### src/rtl/core/itp_pkg.sv
// itp_pkg: shared constants and types for the infix-to-postfix converter.
// Token and result codes, stack entry layout, sequencer states.
// No dependencies.
`default_nettype none

package itp_pkg;

    localparam int STACK_DEPTH = 32;
    localparam int IDX_W       = $clog2(STACK_DEPTH);
    localparam int CNT_W       = $clog2(STACK_DEPTH + 1);
    localparam logic [CNT_W-1:0] DEPTH_CNT = CNT_W'(STACK_DEPTH);

    localparam int KIND_W = 3;
    localparam int ID_W   = 8;
    localparam int PRIO_W = 2;
    localparam int PAIR_W = 2;
    localparam int CODE_W = 2;

    // input token kinds
    localparam logic [KIND_W-1:0] KIND_OPERAND = 3'd0;
    localparam logic [KIND_W-1:0] KIND_POSTFIX = 3'd1;
    localparam logic [KIND_W-1:0] KIND_PREFIX  = 3'd2;
    localparam logic [KIND_W-1:0] KIND_BINARY  = 3'd3;
    localparam logic [KIND_W-1:0] KIND_OPEN    = 3'd4;
    localparam logic [KIND_W-1:0] KIND_CLOSE   = 3'd5;
    localparam logic [KIND_W-1:0] KIND_END     = 3'd6;

    // result kinds
    localparam logic [KIND_W-1:0] OUT_OPERAND = 3'd0;
    localparam logic [KIND_W-1:0] OUT_POSTFIX = 3'd1;
    localparam logic [KIND_W-1:0] OUT_PREFIX  = 3'd2;
    localparam logic [KIND_W-1:0] OUT_BINARY  = 3'd3;
    localparam logic [KIND_W-1:0] OUT_END     = 3'd4;
    localparam logic [KIND_W-1:0] OUT_ERROR   = 3'd5;

    // error codes
    localparam logic [CODE_W-1:0] ERR_NONE     = 2'd0;
    localparam logic [CODE_W-1:0] ERR_BRACKET  = 2'd1;
    localparam logic [CODE_W-1:0] ERR_OVERFLOW = 2'd2;

    typedef enum logic [1:0] {
        CLS_PREFIX = 2'd0,
        CLS_BINARY = 2'd1,
        CLS_OPEN   = 2'd2
    } entry_cls_t;

    typedef struct packed {
        logic [PAIR_W-1:0] pair;
        logic [PRIO_W-1:0] prio;
        logic [ID_W-1:0]   id;
        entry_cls_t        cls;
    } stack_entry_t;

    typedef struct packed {
        logic [KIND_W-1:0] kind;
        logic [ID_W-1:0]   id;
        logic [CODE_W-1:0] code;
    } result_t;

    typedef enum logic [1:0] {
        ST_IDLE  = 2'd0,
        ST_EVAL  = 2'd1,
        ST_FLUSH = 2'd2
    } seq_state_t;

endpackage

`default_nettype wire

### src/rtl/core/itp_if.sv
// itp_token_if / itp_result_if: valid/ready channels for token requests
// and postfix results. Depends on itp_pkg.
`default_nettype none

interface itp_token_if;
    import itp_pkg::*;

    logic              valid;
    logic              ready;
    logic [KIND_W-1:0] kind;
    logic [ID_W-1:0]   token_id;
    logic [PRIO_W-1:0] priority_req;
    logic [PAIR_W-1:0] bracket_pair;

    modport source (output valid, kind, token_id, priority_req, bracket_pair, input ready);
    modport sink   (input valid, kind, token_id, priority_req, bracket_pair, output ready);
endinterface

interface itp_result_if;
    import itp_pkg::*;

    logic              valid;
    logic              ready;
    logic [KIND_W-1:0] out_kind;
    logic [ID_W-1:0]   out_id;
    logic [CODE_W-1:0] error_code;
    logic              last_of_run;

    modport source (output valid, out_kind, out_id, error_code, last_of_run, input ready);
    modport sink   (input valid, out_kind, out_id, error_code, last_of_run, output ready);
endinterface

`default_nettype wire

### src/rtl/core/infix_to_postfix_converter.sv
// infix_to_postfix_converter: shunting-yard reordering of infix tokens into postfix.
// Depends on itp_pkg and the channel interfaces in itp_if.sv.
//
// Tokens are taken one request at a time; the block is not ready while a token is
// in work. Operators are popped off the stack one by one; the single stack read port
// delivers one entry per cycle while the result side does not stall. The stack holds
// STACK_DEPTH entries; a push onto a full stack is dropped and reported as an
// overflow error. After an error, tokens are discarded until the end token, which
// returns an end marker carrying the error. An unclosed bracket found by the end
// token instead ends the run with an error result and clears the stack.
`default_nettype none

module infix_to_postfix_converter (
    input  wire            clk,
    input  wire            rst_n,
    itp_token_if.sink      tokens,
    itp_result_if.source   results
);
    import itp_pkg::*;

    seq_state_t        state_reg, state_next;

    logic [KIND_W-1:0] kind_reg;
    logic [ID_W-1:0]   id_reg;
    logic [PRIO_W-1:0] prio_reg;
    logic [PAIR_W-1:0] pair_reg;

    logic [CNT_W-1:0]  count_reg, count_next;
    logic [CODE_W-1:0] err_reg, err_next;

    stack_entry_t      stack_mem [STACK_DEPTH];
    stack_entry_t      top_reg;
    stack_entry_t      push_entry;
    logic [CNT_W-1:0]  count_m1;
    logic [IDX_W-1:0]  rd_addr;

    logic              pend_valid_reg, pend_valid_next;
    result_t           pend_reg;
    logic              out_valid_reg;
    result_t           out_reg;
    logic              out_last_reg;

    // actions decided in EVAL
    logic              emit_req;
    result_t           emit_res;
    logic              do_pop;
    logic              do_push;
    logic              do_clear;
    logic              do_finish;
    logic              err_set;
    logic [CODE_W-1:0] err_val;

    logic              out_free;
    logic              can_go;
    logic              step;
    logic              move_out;
    logic              stack_full;
    logic              stack_empty;
    result_t           top_res;

    assign out_free    = !out_valid_reg || results.ready;
    assign can_go      = !emit_req || !pend_valid_reg || out_free;
    assign step        = (state_reg == ST_EVAL) && can_go;
    assign stack_full  = (count_reg >= DEPTH_CNT);
    assign stack_empty = (count_reg == '0);

    assign top_res.kind = (top_reg.cls == CLS_BINARY) ? OUT_BINARY : OUT_PREFIX;
    assign top_res.id   = top_reg.id;
    assign top_res.code = ERR_NONE;

    // next state
    always_comb
    begin
        state_next = state_reg;
        unique case (state_reg)
            ST_IDLE:
            begin
                if (tokens.valid)
                    state_next = ST_EVAL;
            end
            ST_EVAL:
            begin
                if (can_go && do_finish)
                    state_next = (emit_req || pend_valid_reg) ? ST_FLUSH : ST_IDLE;
            end
            ST_FLUSH:
            begin
                if (out_free)
                    state_next = ST_IDLE;
            end
            default: state_next = ST_IDLE;
        endcase
    end

    // token evaluation against the top of stack
    always_comb
    begin
        emit_req  = 1'b0;
        emit_res  = '{kind: OUT_ERROR, id: '0, code: ERR_NONE};
        do_pop    = 1'b0;
        do_push   = 1'b0;
        do_clear  = 1'b0;
        do_finish = 1'b1;
        err_set   = 1'b0;
        err_val   = ERR_NONE;
        push_entry.cls  = (kind_reg == KIND_PREFIX) ? CLS_PREFIX :
                          (kind_reg == KIND_OPEN) ? CLS_OPEN : CLS_BINARY;
        push_entry.id   = id_reg;
        push_entry.prio = prio_reg;
        push_entry.pair = pair_reg;

        if (state_reg == ST_EVAL)
        begin
            if (err_reg != ERR_NONE)
            begin
                if (kind_reg == KIND_END)
                begin
                    emit_req = 1'b1;
                    emit_res = '{kind: OUT_END, id: '0, code: err_reg};
                    do_clear = 1'b1;
                    err_set  = 1'b1;
                    err_val  = ERR_NONE;
                end
            end
            else
            begin
                case (kind_reg) inside
                    KIND_OPERAND, KIND_POSTFIX:
                    begin
                        emit_req = 1'b1;
                        emit_res = '{kind: kind_reg, id: id_reg, code: ERR_NONE};
                    end
                    KIND_PREFIX, KIND_OPEN:
                    begin
                        if (stack_full)
                        begin
                            emit_req = 1'b1;
                            emit_res = '{kind: OUT_ERROR, id: '0, code: ERR_OVERFLOW};
                            err_set  = 1'b1;
                            err_val  = ERR_OVERFLOW;
                        end
                        else
                            do_push = 1'b1;
                    end
                    KIND_BINARY:
                    begin
                        if (!stack_empty && top_reg.cls != CLS_OPEN && top_reg.prio >= prio_reg)
                        begin
                            emit_req  = 1'b1;
                            emit_res  = top_res;
                            do_pop    = 1'b1;
                            do_finish = 1'b0;
                        end
                        else if (stack_full)
                        begin
                            emit_req = 1'b1;
                            emit_res = '{kind: OUT_ERROR, id: '0, code: ERR_OVERFLOW};
                            err_set  = 1'b1;
                            err_val  = ERR_OVERFLOW;
                        end
                        else
                            do_push = 1'b1;
                    end
                    KIND_CLOSE:
                    begin
                        if (stack_empty)
                        begin
                            emit_req = 1'b1;
                            emit_res = '{kind: OUT_ERROR, id: '0, code: ERR_BRACKET};
                            err_set  = 1'b1;
                            err_val  = ERR_BRACKET;
                        end
                        else if (top_reg.cls == CLS_OPEN)
                        begin
                            if (top_reg.pair != pair_reg)
                            begin
                                emit_req = 1'b1;
                                emit_res = '{kind: OUT_ERROR, id: '0, code: ERR_BRACKET};
                                err_set  = 1'b1;
                                err_val  = ERR_BRACKET;
                            end
                            else
                                do_pop = 1'b1;
                        end
                        else
                        begin
                            emit_req  = 1'b1;
                            emit_res  = top_res;
                            do_pop    = 1'b1;
                            do_finish = 1'b0;
                        end
                    end
                    KIND_END:
                    begin
                        if (stack_empty)
                        begin
                            emit_req = 1'b1;
                            emit_res = '{kind: OUT_END, id: '0, code: ERR_NONE};
                        end
                        else if (top_reg.cls == CLS_OPEN)
                        begin
                            // unclosed bracket: error ends the run, state is cleared
                            emit_req = 1'b1;
                            emit_res = '{kind: OUT_ERROR, id: '0, code: ERR_BRACKET};
                            do_clear = 1'b1;
                        end
                        else
                        begin
                            emit_req  = 1'b1;
                            emit_res  = top_res;
                            do_pop    = 1'b1;
                            do_finish = 1'b0;
                        end
                    end
                    default: ;
                endcase
            end
        end
    end

    // stack pointer, error flag, result holding stage
    always_comb
    begin
        count_next      = count_reg;
        err_next        = err_reg;
        pend_valid_next = pend_valid_reg;
        move_out        = 1'b0;

        if (step)
        begin
            if (do_clear)
                count_next = '0;
            else if (do_pop)
                count_next = count_reg - 1'b1;
            else if (do_push)
                count_next = count_reg + 1'b1;
            if (err_set)
                err_next = err_val;
            if (emit_req)
            begin
                pend_valid_next = 1'b1;
                move_out        = pend_valid_reg;
            end
        end
        else if (state_reg == ST_FLUSH && out_free)
        begin
            pend_valid_next = 1'b0;
            move_out        = 1'b1;
        end
    end

    // top-of-stack read follows the pointer so pops run one per cycle while the result side does not stall
    assign count_m1 = count_next - 1'b1;
    assign rd_addr  = count_m1[IDX_W-1:0];

    always_ff @(posedge clk)
    begin
        if (step && do_push)
            stack_mem[count_reg[IDX_W-1:0]] <= push_entry;
        top_reg <= stack_mem[rd_addr];
    end

    always_ff @(posedge clk or negedge rst_n)
    begin
        if (!rst_n)
        begin
            state_reg      <= ST_IDLE;
            count_reg      <= '0;
            err_reg        <= ERR_NONE;
            pend_valid_reg <= 1'b0;
            out_valid_reg  <= 1'b0;
        end
        else
        begin
            state_reg      <= state_next;
            count_reg      <= count_next;
            err_reg        <= err_next;
            pend_valid_reg <= pend_valid_next;
            if (move_out)
                out_valid_reg <= 1'b1;
            else if (results.ready)
                out_valid_reg <= 1'b0;
        end
    end

    always_ff @(posedge clk)
    begin
        if (state_reg == ST_IDLE && tokens.valid)
        begin
            kind_reg <= tokens.kind;
            id_reg   <= tokens.token_id;
            prio_reg <= tokens.priority_req;
            pair_reg <= tokens.bracket_pair;
        end
        if (step && emit_req)
            pend_reg <= emit_res;
        if (move_out)
        begin
            out_reg      <= pend_reg;
            out_last_reg <= (state_reg == ST_FLUSH);
        end
    end

    // channel outputs
    always_comb
    begin
        tokens.ready        = (state_reg == ST_IDLE);
        results.valid       = out_valid_reg;
        results.out_kind    = out_reg.kind;
        results.out_id      = out_reg.id;
        results.error_code  = out_reg.code;
        results.last_of_run = out_last_reg;
    end

endmodule

`default_nettype wire

### src/flat_wrapper.sv
// flat-port wrapper written by rule: the top's interface ports become plain ports
module infix_to_postfix_converter_flat import itp_pkg::*;
  (clk, rst_n, tokens_valid, tokens_kind, tokens_token_id, tokens_priority_req, tokens_bracket_pair, tokens_ready, results_valid, results_out_kind, results_out_id, results_error_code, results_last_of_run, results_ready);
  itp_token_if tokens_i ();
  itp_result_if results_i ();
  input  wire clk;
  input  wire rst_n;
  input wire logic [$bits(tokens_i.valid)-1:0] tokens_valid;
  input wire logic [$bits(tokens_i.kind)-1:0] tokens_kind;
  input wire logic [$bits(tokens_i.token_id)-1:0] tokens_token_id;
  input wire logic [$bits(tokens_i.priority_req)-1:0] tokens_priority_req;
  input wire logic [$bits(tokens_i.bracket_pair)-1:0] tokens_bracket_pair;
  output wire logic [$bits(tokens_i.ready)-1:0] tokens_ready;
  output wire logic [$bits(results_i.valid)-1:0] results_valid;
  output wire logic [$bits(results_i.out_kind)-1:0] results_out_kind;
  output wire logic [$bits(results_i.out_id)-1:0] results_out_id;
  output wire logic [$bits(results_i.error_code)-1:0] results_error_code;
  output wire logic [$bits(results_i.last_of_run)-1:0] results_last_of_run;
  input wire logic [$bits(results_i.ready)-1:0] results_ready;
  assign tokens_i.valid = tokens_valid;
  assign tokens_i.kind = tokens_kind;
  assign tokens_i.token_id = tokens_token_id;
  assign tokens_i.priority_req = tokens_priority_req;
  assign tokens_i.bracket_pair = tokens_bracket_pair;
  assign tokens_ready = tokens_i.ready;
  assign results_valid = results_i.valid;
  assign results_out_kind = results_i.out_kind;
  assign results_out_id = results_i.out_id;
  assign results_error_code = results_i.error_code;
  assign results_last_of_run = results_i.last_of_run;
  assign results_i.ready = results_ready;
  infix_to_postfix_converter u_core (.clk(clk), .rst_n(rst_n), .tokens(tokens_i), .results(results_i));
endmodule
### config.mk
export PLATFORM = sky130hd
export DESIGN_NAME = infix_to_postfix_converter_flat
export DESIGN_NICKNAME = d
export VERILOG_FILES = /design/src/rtl/core/itp_pkg.sv /design/src/rtl/core/itp_if.sv /design/src/rtl/core/infix_to_postfix_converter.sv /design/src/flat_wrapper.sv
export SDC_FILE = /design/constraint.sdc
export NUM_CORES = 1
export LEC_CHECK = 0
export BUFFER_PORTS_ARGS = -buffer_cell sky130_fd_sc_hd__buf_2
export CAP_MARGIN = 20
export CORE_MARGIN = 2
export CORE_UTILIZATION = 40
export DETAILED_ROUTE_END_ITERATION = 16
export PLACE_DENSITY = 0.57
export SKIP_CTS_REPAIR_TIMING = 1
export SKIP_LAST_GASP = 1
export SYNTH_ARGS = -nofsm -noshare
export SYNTH_HDL_FRONTEND = slang
export SYNTH_SLANG_ARGS = --single-unit
### constraint.sdc
create_clock -name clk -period 5.5 [get_ports clk]
set_clock_uncertainty 0.15 [all_clocks]
set_input_delay 1.1 -clock clk [delete_from_list [all_inputs] [get_ports clk]]
set_output_delay 1.1 -clock clk [all_outputs]
set_load 0.02 [all_outputs]
==> impl_metrics.yaml <==
clock_tree:
  cts-root-buf: "sky130_fd_sc_hd__clkbuf_16"
  clk_pin_slew_ns: 0.06
  skew_pair_late_insertion_delay_ns: 0.61
  numCtsBuffers: 53
  cts_sinks: 516
  htreeDepth: 2
  tritoncts: "yes"
  cts-root-to-sink-buffers: 3
outcome:
  outcome: "completed"
critical_path:
  worst_r2r_startpoint: "u_core.count_reg[0]"
  setup.reg_to_reg.worst_slack_ns: 0.25
  worstPathRequired_ns: 5.83
  critical_path.startpoint_type: "flip-flop"
  worst_r2r_endpoint: "u_core.top_reg[1]"
  worstSetupPathType: "flip-flop to flip-flop"
  nature_of_the_critical_path_endpoint: "flip-flop"
  worstPathArrival_ns: 5.58
  r2r_cells: 16
  critical_path.max_fanout: 14
placed_design:
  numPortBuffers: 34
  gp_congestion: 0.828
  place_worst_setup_slack_ns: 0.308
  hpwl_microns: 29600
min_path:
  hold_class: "input port to asynchronous set/reset pin"
detailed_routing:
  dr.pass1.iters: 6
  residual_drc: 0
  drt_first_iter_violations: 1178
  detail_route.wirelength_microns: 49000
  antenna_violating_nets_post_route: 0
  detail_route.vias_per_cell: 5.49
  routed_wire_length_per_instance_microns: 24.7
  dr_total_vias: 10900
floorplan:
  die_w_microns: 231
  core_area_sq_um: 51200
  floorplan.die.height_microns: 231
  placement_rows: 83
  floorplan.initialDensity_pct: 40.3
  area_of_the_die_sq_um: 53400
  io-pin-count: 35
synthesis:
  share_of_flip_flops_with_an_asynchronous_set_or_reset_after_synthesis_pct: 2.33
  yosys.area.top_type_share_pct: 71.3
  synth.net_count: 1182
  syn_area_per_cell_sq_um: 17.9
  synthCells: 1154
  ys_seq_area_share_pct: 74.1
  synthTopCellsByArea: "sky130_fd_sc_hd__edfxtp_1, sky130_fd_sc_hd__mux4_2, sky130_fd_sc_hd__mux2i_1, sky130_fd_sc_hd__nand2_1, sky130_fd_sc_hd__dfrtp_1"
  synth_seq_cells: 516
  number_of_synthesized_flops_with_an_enable_pin: 490
  top_flip_flop_cell_by_instance_count_after_synthesis: "sky130_fd_sc_hd__edfxtp_1"
  post_synth_instance_area_sq_um: 20600
  netlist-cell-type-count: 76
  yosysWarnings: 0
  netlist.top_cell.by_area: "sky130_fd_sc_hd__edfxtp_1"
timing:
  fmax_mhz: 190
  worstMarginPinSlew_ns: 0.866
  layout_worst_path_cycle_share_pct: 95.4
  worst_slack_ns: 0.250
  time_the_final_worst_path_needs_with_i_o_delays_and_setup_ns: 5.25
  hold_viol: 0
  setup-tns-final_ns: 0
  setup_viol: 0
  maxSlewViolCount: 0
  max_transition_margin_pct: 42.2
  grt_setup_unrepaired: "no"
grt:
  first_global_vias: 10700
  overflow: 0
  grt_first_pass_wirelength_microns: 72700
  antenna_found_initial: 1
  maximum_number_of_pins_on_one_net_before_global_route_repair: 62
  groute.usage.overall_pct: 18.7
finish:
  layout.cells.most_common: "sky130_fd_sc_hd__edfxtp_1"
  layout_common_cells: "sky130_fd_sc_hd__edfxtp_1, sky130_fd_sc_hd__nand2_1, sky130_fd_sc_hd__mux4_2"
  nNetsFinal: 1294
  fillers: 4360
  largest_register_ffs: 448
  area_growth_pct: 14.7
  final_layout_size_suffix_gt1_share_pct: 23.7
run:
  drv_cap: 0
power_and_ir_drop:
  power-per-cell-area_nw_per_um2: 539
  vdd_drop_max_mv: 0.458
  cellLeakagePower_nw: 8.00
## how the worst max path moves through the flow
stage,to,start,cells past startpoint
final,u_core.top_reg[1],u_core.count_reg[0],16
after global routing,u_core.top_reg[1],u_core.count_reg[0],16
after CTS,u_core.top_reg[1],u_core.count_reg[0],16
after detailed placement,u_core.top_reg[1],u_core.count_reg[0],16
after global placement,u_core.top_reg[1],u_core.count_reg[0],16
after floorplan,u_core.top_reg[10],u_core.count_reg[0],21
## Yosys cell counts, types with 12 or more instances
| library cell | number |
|---|---|
| sky130_fd_sc_hd__edfxtp_1 | 490 |
| sky130_fd_sc_hd__nand2_1 | 119 |
| sky130_fd_sc_hd__mux4_2 | 85 |
| sky130_fd_sc_hd__nor2_1 | 66 |
| sky130_fd_sc_hd__a21oi_1 | 49 |
| sky130_fd_sc_hd__mux2i_1 | 48 |
| sky130_fd_sc_hd__o21ai_0 | 32 |
| sky130_fd_sc_hd__clkbuf_1 | 23 |
| sky130_fd_sc_hd__mux2_2 | 18 |
| sky130_fd_sc_hd__a22oi_1 | 17 |
| sky130_fd_sc_hd__buf_2 | 14 |
| sky130_fd_sc_hd__dfxtp_1 | 14 |
| sky130_fd_sc_hd__inv_1 | 13 |
| sky130_fd_sc_hd__dfrtp_1 | 12 |
## cells by family (layout without fill, tap and decap cells)
logic type | after synthesis | in the layout | share of synthesized area, %
AO/OA/AOI/OAI | 170 | 170 | 5.79
XOR/XNOR | 5 | 5 | 0.285
adder cells (fa/ha/maj) | 9 | 9 | 0.545
buffers and inverters | 66 | 217 | 1.65
flip-flops | 516 | 516 | 74.1
multiplexers | 152 | 152 | 12.6
other | 0 | 1 | 0
AND/OR/NAND/NOR | 236 | 236 | 5.02
## power by group
group          leakage (nW)  internal [W]  switching, W
clock                 0.789       0.00194       0.00146
combinational          2.52       0.00178       0.00275
sequential             4.69       0.00469      0.000129
total                  8.00       0.00841       0.00434
## worst max-delay path, stage by stage, from the launching register on
cell and delay (ns):
sky130_fd_sc_hd__dfrtp_1 0.49, sky130_fd_sc_hd__inv_1 0.13, sky130_fd_sc_hd__ha_1 0.20, sky130_fd_sc_hd__or4b_4 0.51
sky130_fd_sc_hd__o21ba_4 0.25, sky130_fd_sc_hd__a2111o_1 0.46, sky130_fd_sc_hd__nand2_2 0.14, sky130_fd_sc_hd__a21oi_1 0.07
sky130_fd_sc_hd__o211ai_2 0.22, sky130_fd_sc_hd__o21ai_4 0.11, sky130_fd_sc_hd__inv_6 0.20, sky130_fd_sc_hd__ha_1 0.48
sky130_fd_sc_hd__nor3_1 0.13, sky130_fd_sc_hd__a22o_1 0.25, sky130_fd_sc_hd__o2bb2ai_2 0.64, sky130_fd_sc_hd__a21oi_1 0.30
sky130_fd_sc_hd__a211o_1 0.36
## per-stage QoR
| stage | total power (W) | cells | hold slack (ns) | cell area [sq um] | util, % |
|---|---|---|---|---|---|
| CTS | 0.0129 | 1983 | 0.230 | 23600 | 46.2 |
| global placement | 0.00942 | 1889 | 0.252 | 22000 | 43.0 |
| floorplan | 0.00792 | 1154 | 0.250 | 20600 | - |
| global route | 0.0133 | 1985 | 0.241 | 23700 | 46.2 |
| finish | 0.0127 | 1986 | 0.242 | 23700 | 46.2 |
| detailed placement | 0.00945 | 1889 | 0.255 | 22000 | 43.0 |
## cell type report
class                           instances  area, sq um  area share, %
Clock inverter                         25          219          0.925
Clock buffer                           69         1410           5.95
Timing Repair Buffer                  107          801           3.38
Inverter                               16         66.3          0.280
Tap cell                              680          851           3.59
Antenna cell                            1         2.50         0.0106
Multi-Input combinational cell        572         5030           21.3
Sequential cell                       516        15300           64.6
## metal layers
layer	up-vias	GRT usage [%]	wire [microns]
li1	4818	-	-
met1	5654	27.4	21900
met2	375	27.9	22000
met3	66	3.73	3560
met4	0	6.29	1500
met5	-	0	0
Note: power is estimated with default switching activity, not from simulation.
